$ cat config.mk
export PLATFORM = sky130hd
export DESIGN_NAME = xor_checked_frame_receiver
export DESIGN_NICKNAME = d
export VERILOG_FILES = /design/src/sv/xcfr_pkg.sv /design/src/sv/xcfr_parser.sv /design/src/sv/xcfr_out_reg.sv /design/src/sv/xor_checked_frame_receiver.sv
export SDC_FILE = /design/constraint.sdc
export NUM_CORES = 1
export LEC_CHECK = 0
export BUFFER_PORTS_ARGS = -buffer_cell sky130_fd_sc_hd__buf_4
export CORE_AREA = 3 3 139 141
export CTS_CLUSTER_DIAMETER = 200
export CTS_CLUSTER_SIZE = 14
export DETAILED_ROUTE_END_ITERATION = 12
export DIE_AREA = 0 0 142 144
export SLEW_MARGIN = 20
export SYNTH_ARGS = -nofsm -noshare
export SYNTH_HDL_FRONTEND = slang
export SYNTH_SLANG_ARGS = --single-unit
export TNS_END_PERCENT = 5
$ cat constraint.sdc
create_clock -name clk_i -period 4.21 [get_ports clk_i]
set_input_delay 0.2105 -clock clk_i [delete_from_list [all_inputs] [get_ports clk_i]]
set_output_delay 0.2105 -clock clk_i [all_outputs]
set_load 0.03 [all_outputs]
$ cat src/sv/xcfr_pkg.sv
// Types and codes shared by the frame receiver modules.
package xcfr_pkg;

  localparam int unsigned CfgIdxW = 2;

  typedef enum logic [CfgIdxW-1:0] {
    CFG_START_BYTE = 2'd0,
    CFG_TOKEN_BYTE = 2'd1
  } cfg_idx_e;

  typedef enum logic [2:0] {
    PH_IDLE   = 3'd0,
    PH_SEQ    = 3'd1,
    PH_LEN_HI = 3'd2,
    PH_LEN_LO = 3'd3,
    PH_TOKEN  = 3'd4,
    PH_DATA   = 3'd5,
    PH_CHECK  = 3'd6
  } phase_e;

  typedef enum logic [2:0] {
    KIND_DATA      = 3'd0,
    KIND_OK        = 3'd1,
    KIND_BAD_START = 3'd2,
    KIND_BAD_TOKEN = 3'd3,
    KIND_BAD_SUM   = 3'd4
  } kind_e;

  typedef struct packed {
    logic        valid;
    kind_e       result_kind;
    logic [7:0]  data_byte;
    logic [7:0]  seq_num;
    logic [15:0] msg_length;
    logic        frame_end;
  } result_t;

endpackage

$ cat src/sv/xcfr_parser.sv
// Frame parser: phase, running checksum, header fields and payload countdown.
module xcfr_parser import xcfr_pkg::*; (
  input  logic       clk_i,
  input  logic       rst_ni,
  input  logic       fire_i,
  input  logic [7:0] rx_byte_i,
  input  logic [7:0] start_byte_i,
  input  logic [7:0] token_byte_i,
  output result_t    res_o
);

  phase_e      phase_q, phase_d;
  logic [7:0]  xor_q, xor_d;
  logic [7:0]  seq_q, seq_d;
  logic [15:0] len_q, len_d;
  logic [15:0] left_q, left_d;
  logic [15:0] left_dec;
  logic [15:0] len_lo;

  assign left_dec = left_q - 16'd1;
  assign len_lo   = {len_q[15:8], rx_byte_i};

  always_comb begin
    phase_d = phase_q;
    xor_d   = xor_q;
    seq_d   = seq_q;
    len_d   = len_q;
    left_d  = left_q;
    res_o   = '0;
    res_o.seq_num    = seq_q;
    res_o.msg_length = len_q;
    unique case (phase_q)
      PH_SEQ: begin
        seq_d   = rx_byte_i;
        xor_d   = xor_q ^ rx_byte_i;
        phase_d = PH_LEN_HI;
      end
      PH_LEN_HI: begin
        len_d   = {rx_byte_i, 8'h00};
        xor_d   = xor_q ^ rx_byte_i;
        phase_d = PH_LEN_LO;
      end
      PH_LEN_LO: begin
        len_d   = len_lo;
        left_d  = len_lo;
        xor_d   = xor_q ^ rx_byte_i;
        phase_d = PH_TOKEN;
      end
      PH_TOKEN: begin
        if (rx_byte_i != token_byte_i) begin
          phase_d           = PH_IDLE;
          res_o.valid       = 1'b1;
          res_o.result_kind = KIND_BAD_TOKEN;
          res_o.frame_end   = 1'b1;
        end else begin
          xor_d   = xor_q ^ rx_byte_i;
          phase_d = (left_q == 16'd0) ? PH_CHECK : PH_DATA;
        end
      end
      PH_DATA: begin
        xor_d             = xor_q ^ rx_byte_i;
        left_d            = left_dec;
        phase_d           = (left_dec == 16'd0) ? PH_CHECK : PH_DATA;
        res_o.valid       = 1'b1;
        res_o.result_kind = KIND_DATA;
        res_o.data_byte   = rx_byte_i;
      end
      PH_CHECK: begin
        phase_d           = PH_IDLE;
        res_o.valid       = 1'b1;
        res_o.result_kind = (rx_byte_i == xor_q) ? KIND_OK : KIND_BAD_SUM;
        res_o.frame_end   = 1'b1;
      end
      default: begin
        // idle, and the unused phase code
        if (rx_byte_i != start_byte_i) begin
          phase_d           = PH_IDLE;
          res_o.valid       = 1'b1;
          res_o.result_kind = KIND_BAD_START;
          res_o.seq_num     = 8'h00;
          res_o.msg_length  = 16'h0000;
          res_o.frame_end   = 1'b1;
        end else begin
          xor_d   = rx_byte_i;
          seq_d   = 8'h00;
          len_d   = 16'h0000;
          left_d  = 16'h0000;
          phase_d = PH_SEQ;
        end
      end
    endcase
  end

  always_ff @(posedge clk_i or negedge rst_ni) begin
    if (!rst_ni) begin
      phase_q <= PH_IDLE;
      xor_q   <= 8'h00;
      seq_q   <= 8'h00;
      len_q   <= 16'h0000;
      left_q  <= 16'h0000;
    end else if (fire_i) begin
      phase_q <= phase_d;
      xor_q   <= xor_d;
      seq_q   <= seq_d;
      len_q   <= len_d;
      left_q  <= left_d;
    end
  end

endmodule

$ cat src/sv/xcfr_out_reg.sv
// Result register with valid/stall handshake toward the consumer.
module xcfr_out_reg import xcfr_pkg::*; (
  input  logic    clk_i,
  input  logic    rst_ni,
  input  logic    load_i,
  input  result_t res_i,
  input  logic    stall_i,
  output logic    ready_o,
  output result_t res_o
);

  logic    valid_q, valid_d;
  result_t res_q;

  assign ready_o = !valid_q || !stall_i;

  always_comb begin
    if (load_i) begin
      valid_d = 1'b1;
    end else if (ready_o) begin
      valid_d = 1'b0;
    end else begin
      valid_d = valid_q;
    end
  end

  always_ff @(posedge clk_i or negedge rst_ni) begin
    if (!rst_ni) begin
      valid_q <= 1'b0;
    end else begin
      valid_q <= valid_d;
    end
  end

  always_ff @(posedge clk_i) begin
    if (load_i) begin
      res_q <= res_i;
    end
  end

  always_comb begin
    res_o       = res_q;
    res_o.valid = valid_q;
  end

endmodule

$ cat src/sv/xor_checked_frame_receiver.sv
// Receiver for XOR-checked serial frames: start, seq, length, token, payload, checksum.
// Takes one received byte per cycle with no gaps of its own while the result port
// is not stalled. An accepted byte sits in the input register, is parsed once the
// result register can take it and, if it yields a result, is registered there and
// shows on the result port. The phase, checksum and payload countdown update
// together when the byte is parsed, so each byte sees the state left by the
// one before it. Payload bytes come out as they arrive (kind 0); every frame
// ends with exactly one frame-ok, bad-start, bad-token or bad-checksum beat.
// Start and token bytes are set through the config port (indexes 0 and 1,
// reset 27 and 14); other indexes are ignored, and the port is always ready.
module xor_checked_frame_receiver import xcfr_pkg::*; (
  input  logic               clk_i,
  input  logic               rst_ni,
  input  logic               rx_valid_i,
  output logic               rx_stall_o,
  input  logic [7:0]         rx_byte_i,
  output logic               res_valid_o,
  input  logic               res_stall_i,
  output logic [2:0]         result_kind_o,
  output logic [7:0]         data_byte_o,
  output logic [7:0]         seq_num_o,
  output logic [15:0]        msg_length_o,
  output logic               frame_end_o,
  input  logic               cfg_valid_i,
  output logic               cfg_ready_o,
  input  logic [CfgIdxW-1:0] cfg_index_i,
  input  logic [7:0]         cfg_data_i
);

  logic       in_valid_q, in_valid_d;
  logic [7:0] in_byte_q;
  logic [7:0] start_byte_q;
  logic [7:0] token_byte_q;
  logic       out_ready;
  logic       fire;
  logic       rx_take;
  result_t    parse_res;
  result_t    out_res;

  assign cfg_ready_o = 1'b1;
  assign fire        = in_valid_q && out_ready;
  assign rx_stall_o  = in_valid_q && !fire;
  assign rx_take     = rx_valid_i && !rx_stall_o;

  always_comb begin
    if (rx_take) begin
      in_valid_d = 1'b1;
    end else if (fire) begin
      in_valid_d = 1'b0;
    end else begin
      in_valid_d = in_valid_q;
    end
  end

  always_ff @(posedge clk_i or negedge rst_ni) begin
    if (!rst_ni) begin
      in_valid_q <= 1'b0;
    end else begin
      in_valid_q <= in_valid_d;
    end
  end

  always_ff @(posedge clk_i) begin
    if (rx_take) begin
      in_byte_q <= rx_byte_i;
    end
  end

  always_ff @(posedge clk_i or negedge rst_ni) begin
    if (!rst_ni) begin
      start_byte_q <= 8'd27;
      token_byte_q <= 8'd14;
    end else if (cfg_valid_i && cfg_ready_o) begin
      if (cfg_index_i == CFG_START_BYTE) begin
        start_byte_q <= cfg_data_i;
      end
      if (cfg_index_i == CFG_TOKEN_BYTE) begin
        token_byte_q <= cfg_data_i;
      end
    end
  end

  xcfr_parser u_parser (
    .clk_i        (clk_i),
    .rst_ni       (rst_ni),
    .fire_i       (fire),
    .rx_byte_i    (in_byte_q),
    .start_byte_i (start_byte_q),
    .token_byte_i (token_byte_q),
    .res_o        (parse_res)
  );

  xcfr_out_reg u_out_reg (
    .clk_i   (clk_i),
    .rst_ni  (rst_ni),
    .load_i  (fire && parse_res.valid),
    .res_i   (parse_res),
    .stall_i (res_stall_i),
    .ready_o (out_ready),
    .res_o   (out_res)
  );

  assign res_valid_o   = out_res.valid;
  assign result_kind_o = out_res.result_kind;
  assign data_byte_o   = out_res.data_byte;
  assign seq_num_o     = out_res.seq_num;
  assign msg_length_o  = out_res.msg_length;
  assign frame_end_o   = out_res.frame_end;

endmodule

==> results of run 1 <==
==> through the flow <==
step / utilization / setup WS, ns / area [um2] / hold slack (ns) / instances
2_1_floorplan: - / 0.886 / 5470 / -0.0851 / 495
3_3_place_gp: 0.336 / 1.42 / 6080 / 0.381 / 755
3_5_place_dp: 0.336 / 1.39 / 6080 / 0.392 / 755
4_1_cts: 0.376 / 1.37 / 6810 / 0.0285 / 797
5_1_grt: 0.377 / 1.25 / 6810 / 0.0248 / 797
6_report: 0.377 / 1.38 / 6810 / 0.0432 / 797
==> worst min path at each step <==
stage / end / slack [ns]
after floorplan: in_valid_q$_DFFE_PN0P_ / -0.09
after global placement: u_parser.left_q[0]$_DFFE_PN0P_ / 0.38
after detailed placement: in_byte_q[5]$_DFFE_PP_ / 0.39
after CTS: token_byte_q[7]$_DFFE_PN0P_ / 0.03
after global routing: token_byte_q[7]$_DFFE_PN0P_ / 0.02
final: token_byte_q[7]$_DFFE_PN0P_ / 0.04
==> logic make-up after synthesis <==
group,Yosys count,synth area share
AND/OR/NAND/NOR,146,0.146
buffers and inverters,56,0.0465
AO/OA/AOI/OAI,133,0.165
adder cells (fa/ha/maj),2,0.00458
flip-flops,113,0.559
XOR/XNOR,26,0.0417
other,1,0.000686
multiplexers,18,0.0369
==> Yosys cell counts, types with 2 or more instances <==
cell type                    n  area share
sky130_fd_sc_hd__mux2_2     17       0.035
sky130_fd_sc_hd__a32oi_1     3      0.0048
sky130_fd_sc_hd__and2_1     35       0.040
sky130_fd_sc_hd__dfrtp_1    62        0.28
sky130_fd_sc_hd__dfstp_2     7       0.034
sky130_fd_sc_hd__a22oi_1     7      0.0096
sky130_fd_sc_hd__xnor2_1    17       0.027
sky130_fd_sc_hd__or4_1       3      0.0041
sky130_fd_sc_hd__xor2_1      9       0.014
sky130_fd_sc_hd__buf_6       2      0.0041
sky130_fd_sc_hd__a311o_1     9       0.016
sky130_fd_sc_hd__nor4_1      9       0.010
sky130_fd_sc_hd__nand4_1     6      0.0069
sky130_fd_sc_hd__nor4b_1     2      0.0032
sky130_fd_sc_hd__a22o_1     17       0.027
sky130_fd_sc_hd__clkbuf_8    2      0.0050
sky130_fd_sc_hd__o31ai_1     7      0.0096
sky130_fd_sc_hd__edfxtp_1   44        0.24
sky130_fd_sc_hd__nand2_1    20       0.014
sky130_fd_sc_hd__inv_1      21       0.014
sky130_fd_sc_hd__a21oi_1    18       0.016
sky130_fd_sc_hd__ha_1        2      0.0046
sky130_fd_sc_hd__nand3_1    11       0.010
sky130_fd_sc_hd__or4_4       2      0.0041
sky130_fd_sc_hd__nor2_1     26       0.018
sky130_fd_sc_hd__and3_1      2      0.0023
sky130_fd_sc_hd__nand4b_1    2      0.0032
sky130_fd_sc_hd__and2_0      2      0.0023
sky130_fd_sc_hd__a211oi_1   11       0.015
sky130_fd_sc_hd__o21bai_1    3      0.0041
sky130_fd_sc_hd__nor3_1     16       0.015
sky130_fd_sc_hd__clkbuf_1   28       0.019
sky130_fd_sc_hd__a2111oi_0   2      0.0032
sky130_fd_sc_hd__o21ai_0    46       0.042
sky130_fd_sc_hd__nand2b_1    3      0.0034
==> routing by layer <==
layer,GRT usage,vias up,part of all wire
met5,0,-,0
met4,0.0561,0,0.022
met3,0.0427,26,0.078
met2,0.182,161,0.42
met1,0.185,1968,0.48
li1,-,1947,-
==> registers in the layout, indices dropped and copies added (netlist names) <==
| register | count |
|---|---|
| in_byte_q | 8 |
| in_valid_q | 1 |
| start_byte_q | 8 |
| token_byte_q | 8 |
| u_out_reg.res_o | 36 |
| u_out_reg.valid_q | 1 |
| u_parser.left_q | 16 |
| u_parser.len_q | 16 |
| u_parser.phase_q | 3 |
| u_parser.seq_q | 8 |
| u_parser.xor_q | 8 |
==> cells in the final DEF, fill, tap and decap left out, drive strengths merged, types with 11 or more instances in the layout <==
cell    Yosys  routed
buf         4      66
dfrtp      62      62
o21ai      48      48
edfxtp     44      44
and2       37      37
inv        21      27
nor2       26      26
nand2      21      21
a21oi      18      18
xnor2      17      17
a22o       17      17
mux2       17      17
clkbuf     30      17
nor3       16      16
a211oi     11      11
nand3      11      11
==> power by group through the flow <==
stage,clock network [mW],logic [mW],registers [mW]
2_1_floorplan,0,0.954,2.08
3_3_place_gp,0,1.64,1.88
3_5_place_dp,0,1.67,1.89
4_1_cts,1.52,1.68,1.88
5_1_grt,1.58,1.83,1.93
6_report,1.49,1.68,1.88
==> cell type report <==
type / instances / area (um2)
flip-flops and latches: 113 / 3060
fillers: 1735 / 11300
well taps: 229 / 287
inverters: 21 / 78.8
multi-input cells: 326 / 2170
clock inverters: 15 / 199
clock buffers: 17 / 425
repair buffers: 76 / 596
==> worst register-to-register path, cell delays in order (launching register included) <==
cell and delay (ns):
sky130_fd_sc_hd__edfxtp_1 0.65, sky130_fd_sc_hd__xnor2_1 0.28, sky130_fd_sc_hd__nand4_1 0.22, sky130_fd_sc_hd__or2_2 0.42
sky130_fd_sc_hd__a21oi_1 0.18, sky130_fd_sc_hd__a2bb2oi_1 0.40, sky130_fd_sc_hd__nor3_4 0.08, sky130_fd_sc_hd__buf_4 0.29
==> what timing repair did <==
item                                   in CTS  in global routing
setup endpoints to repair                   0                  0
endpoints found under the hold margin      71                  0
hold buffers                               10                  0
==> impl_results.html, run 1 <==
<table>
<tr><th>Metric</th><th>Value</th></tr>
<tr><th colspan="2">Run status</th></tr>
<tr><td>Status</td><td>completed</td></tr>
<tr><th colspan="2">Synthesis</th></tr>
<tr><td>Cell variety after synth</td><td>57</td></tr>
<tr><td>EDFF count, synth</td><td>44</td></tr>
<tr><td>Sequential cell area fraction in the yosys report</td><td>0.559</td></tr>
<tr><td>Synthesized flop and latch total</td><td>113</td></tr>
<tr><td>Most used flip-flop cell after synthesis</td><td>sky130_fd_sc_hd__dfrtp_1</td></tr>
<tr><td>Async set-or-reset flop fraction in the synthesized netlist</td><td>0.611</td></tr>
<tr><td>Number of warnings issued by yosys</td><td>0</td></tr>
<tr><td>Syn_nets</td><td>520</td></tr>
<tr><td>Synthesized area per cell</td><td>11.0 um2</td></tr>
<tr><td>Post-Synthesis Cell Area</td><td>5470 um2</td></tr>
<tr><td>Gate count of the mapped netlist</td><td>495</td></tr>
<tr><th colspan="2">Clock tree</th></tr>
<tr><td>Clock Root Buffer</td><td>sky130_fd_sc_hd__clkbuf_16</td></tr>
<tr><td>Number of clock sinks</td><td>113</td></tr>
<tr><td>Cts bufs inserted</td><td>17</td></tr>
<tr><td>Max Buffers Root-to-Sink</td><td>2</td></tr>
<tr><td>TritonCTS clock tree</td><td>built</td></tr>
<tr><td>CTS H-tree lvls</td><td>4</td></tr>
<tr><td>Number of setup buffers added after CTS</td><td>0</td></tr>
<tr><td>Post_cts resized</td><td>0</td></tr>
<tr><td>Latest clock arrival within the worst-skew pair</td><td>0.41 ns</td></tr>
<tr><td>Clock-pin slew of the registers on the worst-case setup and hold paths</td><td>0.06 ns</td></tr>
<tr><th colspan="2">Power</th></tr>
<tr><td>Proportion of power drawn by combinational gates</td><td>0.332</td></tr>
<tr><td>Net Sw Power</td><td>1.84 mW</td></tr>
<tr><td>Net Sw Frac</td><td>0.364</td></tr>
<tr><td>Power Total</td><td>5.04 mW</td></tr>
<tr><td>Design internal power</td><td>3.21 mW</td></tr>
<tr><td>Power density normalized to cell area</td><td>740 nW/um2</td></tr>
<tr><td>Leakage power of the design</td><td>2.71 nW</td></tr>
<tr><td>Clock network power share</td><td>0.296</td></tr>
<tr><td>Peak ir drop on the vdd network</td><td>319 uV</td></tr>
<tr><td>Fraction of power consumed by sequential logic</td><td>0.372</td></tr>
<tr><th colspan="2">Critical path</th></tr>
<tr><td>Crit path launch type</td><td>flip-flop</td></tr>
<tr><td>Critical path, cell by cell</td><td>xnor2_1 &gt; nand4_1 &gt; or2_2 &gt; a21oi_1 &gt; a2bb2oi_1 &gt; nor3_4 &gt; buf_4</td></tr>
<tr><td>Type of element capturing the critical path</td><td>flip-flop</td></tr>
<tr><td>Critical path's slowest cell</td><td>sky130_fd_sc_hd__edfxtp_1</td></tr>
<tr><td>Data required time of the worst path</td><td>4.32 ns</td></tr>
<tr><td>Worst-case register-to-register setup slack</td><td>1.38 ns</td></tr>
<tr><td>Peak per-stage delay on the critical path</td><td>0.65 ns</td></tr>
<tr><td>Critical path startpoint</td><td>in_byte_q[2]$_DFFE_PP_</td></tr>
<tr><td>Arrival time at the worst endpoint</td><td>2.94 ns</td></tr>
<tr><td>Dominant delay contributor by cell family on the critical path</td><td>simple AND/OR/NAND/NOR gates</td></tr>
<tr><td>Worst Setup EP</td><td>u_out_reg.res_o[5]$_DFFE_PP_</td></tr>
<tr><td>R2R Path End</td><td>u_out_reg.res_o[5]$_DFFE_PP_</td></tr>
<tr><td>Combined buffer and inverter count along the critical path</td><td>1</td></tr>
<tr><td>Worst setup path class</td><td>reg2reg</td></tr>
<tr><td>Path length in cells of the critical path</td><td>7</td></tr>
<tr><td>Launch instance of the worst register-to-register path</td><td>in_byte_q[2]$_DFFE_PP_</td></tr>
<tr><td>Critical Path Fanout Max</td><td>36</td></tr>
<tr><td>R2r worst-path depth</td><td>7</td></tr>
<tr><th colspan="2">Route</th></tr>
<tr><td>Average wire length per cell after detail routing</td><td>16.3 um</td></tr>
<tr><td>DRC violation count after routing</td><td>0</td></tr>
<tr><td>DRC violation total after the first TritonRoute iteration</td><td>353</td></tr>
<tr><td>Routed vias</td><td>4102</td></tr>
<tr><td>Count of TritonRoute iterations in the first routing pass</td><td>5</td></tr>
<tr><td>Routed Antenna Nets</td><td>0</td></tr>
<tr><td>Post-Route WL</td><td>13000 um</td></tr>
<tr><td>Avg Vias per Cell</td><td>5.15</td></tr>
<tr><th colspan="2">Timing</th></tr>
<tr><td>Unrepaired setup endpoints after global routing</td><td>false</td></tr>
<tr><td>Sum of negative setup slack</td><td>0 ns</td></tr>
<tr><td>Transition at the pin with the smallest max-transition slack</td><td>1.01 ns</td></tr>
<tr><td>Number of hold-slack violations in the final timing report</td><td>0</td></tr>
<tr><td>Final number of max-transition violations</td><td>0</td></tr>
<tr><td>Largest clock skew in the final design</td><td>0.00957 ns</td></tr>
<tr><td>Total of endpoints with negative setup slack in the final report</td><td>0</td></tr>
<tr><td>Tmin final</td><td>2.83 ns</td></tr>
<tr><td>Final period util</td><td>0.673</td></tr>
<tr><td>Timing-limited maximum frequency</td><td>353 MHz</td></tr>
<tr><td>Relative slew margins</td><td>0.325</td></tr>
<tr><th colspan="2">Layout</th></tr>
<tr><td>Post-synthesis to final-layout area growth</td><td>24.7%</td></tr>
<tr><td>Antenna cell count</td><td>0</td></tr>
<tr><td>Fraction of final layout cells with drive strength greater than 1</td><td>0.232</td></tr>
<tr><td>Final-stage net count</td><td>580</td></tr>
<tr><th colspan="2">Die</th></tr>
<tr><td>Floorplan die width</td><td>142 um</td></tr>
<tr><td>Count of pins on the block boundary</td><td>62</td></tr>
<tr><td>Die height</td><td>144 um</td></tr>
<tr><td>Starting density of the core</td><td>0.302</td></tr>
<tr><td>Total Die Area</td><td>20400 um2</td></tr>
<tr><td>Core Area</td><td>18100 um2</td></tr>
<tr><td>Number of placement rows</td><td>49</td></tr>
<tr><th colspan="2">Global route</th></tr>
<tr><td>Maximum number of pins on one net before global-route repair</td><td>70</td></tr>
<tr><td>Initial antenna violation count</td><td>0</td></tr>
<tr><td>Congestion Overflow GR</td><td>0</td></tr>
<tr><td>Vias in the first global route</td><td>3933</td></tr>
<tr><td>Total global routing track utilization</td><td>0.130</td></tr>
<tr><td>Global-route wire length before repair</td><td>21000 um</td></tr>
<tr><th colspan="2">Hold path</th></tr>
<tr><td>Number of instances on the worst hold path</td><td>2</td></tr>
<tr><td>Worst Min Path Start</td><td>cfg_data_i[7]</td></tr>
<tr><td>Class of the tightest hold or removal check</td><td>in2reg</td></tr>
<tr><th colspan="2">Place</th></tr>
<tr><td>Post-DP HPWL</td><td>8620 um</td></tr>
<tr><td>Number of buffer cells added on primary ports</td><td>60</td></tr>
<tr><td>Final GP Congestion</td><td>0.852</td></tr>
<tr><th colspan="2">Flow run</th></tr>
<tr><td>Max cap viols</td><td>0</td></tr>
</table>
(Power assumes the default switching activity.)
==> run 2, diff against run 1 <==
- ABC_AREA: unset -> 1
- CORE_AREA: 3 3 139 141 -> 3 3 138 140
- DIE_AREA: 0 0 142 144 -> 0 0 141 143
- clock period: 4.21 -> 2.55 ns (I/O delays scaled with it)
==> run 2 against run 1 <==
  * Synthesized area shrank 2.2%
  * Cell count grew 16%
  * Synthesized cell count grew 21%
  * Non-clock buffer count grew 9
  * Die area shrank 1.4%
  * Global-route usage grew 0.70 points
  * Critical path depth grew 1
  * Fmax grew 19%
  * Sequential share of layout area shrank 0.26 points
==> impl_results.html, run 2 <==
<table>
<tr><th>Metric</th><th>Value</th></tr>
<tr><th colspan="2">Run status</th></tr>
<tr><td>Status</td><td>completed</td></tr>
<tr><th colspan="2">Power</th></tr>
<tr><td>Power density normalized to cell area</td><td>1270 nW/um2</td></tr>
<tr><td>Clock network power share</td><td>0.298</td></tr>
<tr><td>Proportion of power drawn by combinational gates</td><td>0.350</td></tr>
<tr><td>Net Sw Frac</td><td>0.373</td></tr>
<tr><td>Peak ir drop on the vdd network</td><td>600 uV</td></tr>
<tr><td>Net Sw Power</td><td>3.25 mW</td></tr>
<tr><td>Power Total</td><td>8.70 mW</td></tr>
<tr><td>Leakage power of the design</td><td>3.04 nW</td></tr>
<tr><td>Fraction of power consumed by sequential logic</td><td>0.352</td></tr>
<tr><td>Design internal power</td><td>5.45 mW</td></tr>
<tr><th colspan="2">Layout</th></tr>
<tr><td>Antenna cell count</td><td>0</td></tr>
<tr><td>Leading cell types in the layout, fill and taps excluded</td><td>sky130_fd_sc_hd__nand2_1, sky130_fd_sc_hd__nor2_1, sky130_fd_sc_hd__inv_1</td></tr>
<tr><td>Fraction of final layout cells with drive strength greater than 1</td><td>0.186</td></tr>
<tr><td>Post-synthesis to final-layout area growth</td><td>28.2%</td></tr>
<tr><td>Final-stage net count</td><td>706</td></tr>
<tr><td>Flip-flop count of the largest register, all copies and words added</td><td>36</td></tr>
<tr><td>Most common library cell in the layout ignoring fill and taps</td><td>sky130_fd_sc_hd__nand2_1</td></tr>
<tr><td>Utilization after layout</td><td>0.381</td></tr>
<tr><th colspan="2">Global route</th></tr>
<tr><td>Global-route wire length before repair</td><td>21700 um</td></tr>
<tr><td>Vias in the first global route</td><td>4173</td></tr>
<tr><td>Total global routing track utilization</td><td>0.137</td></tr>
<tr><td>Initial antenna violation count</td><td>0</td></tr>
<tr><td>Congestion Overflow GR</td><td>0</td></tr>
<tr><td>Maximum number of pins on one net before global-route repair</td><td>70</td></tr>
<tr><th colspan="2">Clock tree</th></tr>
<tr><td>CTS H-tree lvls</td><td>4</td></tr>
<tr><td>Max Buffers Root-to-Sink</td><td>2</td></tr>
<tr><td>Number of clock sinks</td><td>113</td></tr>
<tr><td>Clock-pin slew of the registers on the worst-case setup and hold paths</td><td>0.05 ns</td></tr>
<tr><td>TritonCTS clock tree</td><td>built</td></tr>
<tr><td>Clock Root Buffer</td><td>sky130_fd_sc_hd__clkbuf_16</td></tr>
<tr><td>Post_cts resized</td><td>0</td></tr>
<tr><td>Cts bufs inserted</td><td>17</td></tr>
<tr><td>Latest clock arrival within the worst-skew pair</td><td>0.42 ns</td></tr>
<tr><th colspan="2">Synthesis</th></tr>
<tr><td>Gate count of the mapped netlist</td><td>598</td></tr>
<tr><td>Most used flip-flop cell after synthesis</td><td>sky130_fd_sc_hd__dfrtp_1</td></tr>
<tr><td>Most area-consuming cells after synthesis</td><td>sky130_fd_sc_hd__dfrtp_1, sky130_fd_sc_hd__edfxtp_1, sky130_fd_sc_hd__nand2_1</td></tr>
<tr><td>Area share of the largest cell type after synthesis</td><td>0.290</td></tr>
<tr><td>Async set-or-reset flop fraction in the synthesized netlist</td><td>0.611</td></tr>
<tr><td>Leading cell type by number of instances after synthesis</td><td>sky130_fd_sc_hd__nand2_1</td></tr>
<tr><td>Top cell types by occurrence after synthesis</td><td>sky130_fd_sc_hd__nand2_1, sky130_fd_sc_hd__nor2_1, sky130_fd_sc_hd__inv_1, sky130_fd_sc_hd__dfrtp_1, sky130_fd_sc_hd__o21ai_0</td></tr>
<tr><td>Synthesized flop and latch total</td><td>113</td></tr>
<tr><td>Post-Synthesis Cell Area</td><td>5350 um2</td></tr>
<tr><td>Number of warnings issued by yosys</td><td>0</td></tr>
<tr><td>EDFF count, synth</td><td>44</td></tr>
<tr><td>Syn_nets</td><td>623</td></tr>
<tr><td>Synthesized area per cell</td><td>8.94 um2</td></tr>
<tr><td>Sequential cell area fraction in the yosys report</td><td>0.572</td></tr>
<tr><td>Most area-hungry cell type in the Yosys netlist</td><td>sky130_fd_sc_hd__dfrtp_1</td></tr>
<tr><td>Cell variety after synth</td><td>36</td></tr>
<tr><th colspan="2">Timing</th></tr>
<tr><td>Timing-limited maximum frequency</td><td>420 MHz</td></tr>
<tr><td>Final period util</td><td>0.934</td></tr>
<tr><td>Total of endpoints with negative setup slack in the final report</td><td>0</td></tr>
<tr><td>Relative slew margins</td><td>0.337</td></tr>
<tr><td>Post-route setup slack</td><td>0.169 ns</td></tr>
<tr><td>Final number of max-transition violations</td><td>0</td></tr>
<tr><td>Number of hold-slack violations in the final timing report</td><td>0</td></tr>
<tr><td>Transition at the pin with the smallest max-transition slack</td><td>0.992 ns</td></tr>
<tr><td>Tmin final</td><td>2.38 ns</td></tr>
<tr><td>Unrepaired setup endpoints after global routing</td><td>true</td></tr>
<tr><td>Largest clock skew in the final design</td><td>0.0117 ns</td></tr>
<tr><th colspan="2">Die</th></tr>
<tr><td>Core Area</td><td>18000 um2</td></tr>
<tr><td>Total Die Area</td><td>20200 um2</td></tr>
<tr><td>Starting density of the core</td><td>0.298</td></tr>
<tr><td>Number of placement rows</td><td>49</td></tr>
<tr><td>Die height</td><td>143 um</td></tr>
<tr><td>Floorplan die width</td><td>141 um</td></tr>
<tr><td>Count of pins on the block boundary</td><td>62</td></tr>
<tr><th colspan="2">Flow run</th></tr>
<tr><td>Max cap viols</td><td>0</td></tr>
<tr><th colspan="2">Critical path</th></tr>
<tr><td>Worst-case register-to-register setup slack</td><td>0.17 ns</td></tr>
<tr><td>Critical Path Fanout Max</td><td>36</td></tr>
<tr><td>Critical path startpoint</td><td>u_parser.phase_q[2]$_DFFE_PN0P_</td></tr>
<tr><td>Launch instance of the worst register-to-register path</td><td>u_parser.phase_q[2]$_DFFE_PN0P_</td></tr>
<tr><td>Type of element capturing the critical path</td><td>flip-flop</td></tr>
<tr><td>R2R Path End</td><td>u_out_reg.res_o[8]$_DFFE_PP_</td></tr>
<tr><td>R2r worst-path depth</td><td>8</td></tr>
<tr><td>Crit path launch type</td><td>flip-flop</td></tr>
<tr><td>Arrival time at the worst endpoint</td><td>2.41 ns</td></tr>
<tr><td>Worst setup path class</td><td>reg2reg</td></tr>
<tr><td>Data required time of the worst path</td><td>2.58 ns</td></tr>
<tr><th colspan="2">Route</th></tr>
<tr><td>DRC violation count after routing</td><td>0</td></tr>
<tr><td>Post-Route WL</td><td>13100 um</td></tr>
<tr><td>Avg Vias per Cell</td><td>4.54</td></tr>
<tr><td>Average wire length per cell after detail routing</td><td>14.2 um</td></tr>
<tr><td>Routed Antenna Nets</td><td>0</td></tr>
<tr><td>Count of TritonRoute iterations in the first routing pass</td><td>5</td></tr>
<tr><td>DRC violation total after the first TritonRoute iteration</td><td>239</td></tr>
<tr><td>Routed vias</td><td>4189</td></tr>
<tr><th colspan="2">Place</th></tr>
<tr><td>Post-DP HPWL</td><td>9200 um</td></tr>
<tr><td>Worst-case setup slack after placement</td><td>0.135 ns</td></tr>
<tr><td>Number of buffer cells added on primary ports</td><td>60</td></tr>
<tr><td>Final GP Congestion</td><td>0.888</td></tr>
<tr><th colspan="2">Hold path</th></tr>
<tr><td>Number of instances on the worst hold path</td><td>3</td></tr>
<tr><td>Worst-case hold path end point</td><td>token_byte_q[5]$_DFFE_PN0P_</td></tr>
<tr><td>Class of the tightest hold or removal check</td><td>in2reg</td></tr>
<tr><td>Worst Min Path Start</td><td>cfg_data_i[5]</td></tr>
</table>
## run 2: changes by cell type after synthesis, sizes merged, moves of 14 or more
cell	change
nand2	+112
nor2	+68
inv	+60
and2	-37
o22ai	+18
a22o	-17
clkbuf	-17
mux2	-17
o21ai	+14
## run 2: cell families (layout without fill, tap and decap cells)
logic type,count (synthesis),after routing,synth area share
flip-flops,113,113,0.572
other,1,1,0.000702
AND/OR/NAND/NOR,260,260,0.206
adder cells (fa/ha/maj),2,2,0.00468
buffers and inverters,102,197,0.0775
AO/OA/AOI/OAI,96,96,0.100
XOR/XNOR,24,24,0.0393
## run 2: routing by layer
metal	track usage	vias up	wire length, um
met2	0.214	117	5970
met4	0.0592	0	231
met1	0.187	1955	6200
li1	-	2097	-
met3	0.0278	20	652
met5	0	-	0
## run 2: worst max path at each step
| stage | end | cells after the start |
|---|---|---|
| after floorplan | u_out_reg.res_o[0]$_DFFE_PP_ | 8 |
| after global placement | u_out_reg.res_o[14]$_DFFE_PP_ | 6 |
| after detailed placement | u_out_reg.res_o[13]$_DFFE_PP_ | 6 |
| after CTS | u_out_reg.res_o[13]$_DFFE_PP_ | 8 |
| after global routing | u_out_reg.res_o[8]$_DFFE_PP_ | 8 |
| final | u_out_reg.res_o[8]$_DFFE_PP_ | 8 |
## run 2: layout make-up
| cell class | instances | area [um2] |
|---|---|---|
| well taps | 229 | 287 |
| multi-input cells | 383 | 1880 |
| flip-flops and latches | 113 | 3060 |
| inverters | 81 | 304 |
| fillers | 1803 | 11100 |
| repair buffers | 85 | 681 |
| clock buffers | 20 | 457 |
| clock inverters | 11 | 186 |
## run 2: worst max-delay path, stage by stage (launching register included)
cell and delay, ns:
sky130_fd_sc_hd__dfrtp_1 0.40, sky130_fd_sc_hd__inv_2 0.08, sky130_fd_sc_hd__nor2_2 0.14, sky130_fd_sc_hd__inv_1 0.08
sky130_fd_sc_hd__nor2_1 0.14, sky130_fd_sc_hd__inv_1 0.10, sky130_fd_sc_hd__nand2_4 0.11, sky130_fd_sc_hd__o211ai_1 0.14
sky130_fd_sc_hd__nor2_4 0.78
## run 2: timing repair
item                       CTS  global route
setup endpoints to repair    0            36
hold endpoints to repair    82             0
hold buffers                17             0
setup buffers                0             0
## run 2: stage by stage
| stage | hold WS [ns] | instances | TNS [ns] | instance area, um2 |
|---|---|---|---|---|
| finish | 0.0258 | 922 | 0 | 6850 |
| global route | 0.0585 | 922 | -1.55 | 6850 |
| floorplan | -0.168 | 598 | 0 | 5350 |
| CTS | 0.0214 | 922 | 0 | 6850 |
| global placement | 0.313 | 874 | 0 | 6040 |
| detailed placement | 0.311 | 874 | 0 | 6040 |
## run 2: power groups by stage
stage	Sequential (mW)	Combinational, mW	Clock (mW)
global placement	3.09	2.99	0
finish	3.06	3.04	2.59
detailed placement	3.09	3.03	0
global route	3.15	3.40	2.72
CTS	3.07	3.08	2.64
floorplan	3.43	1.72	0
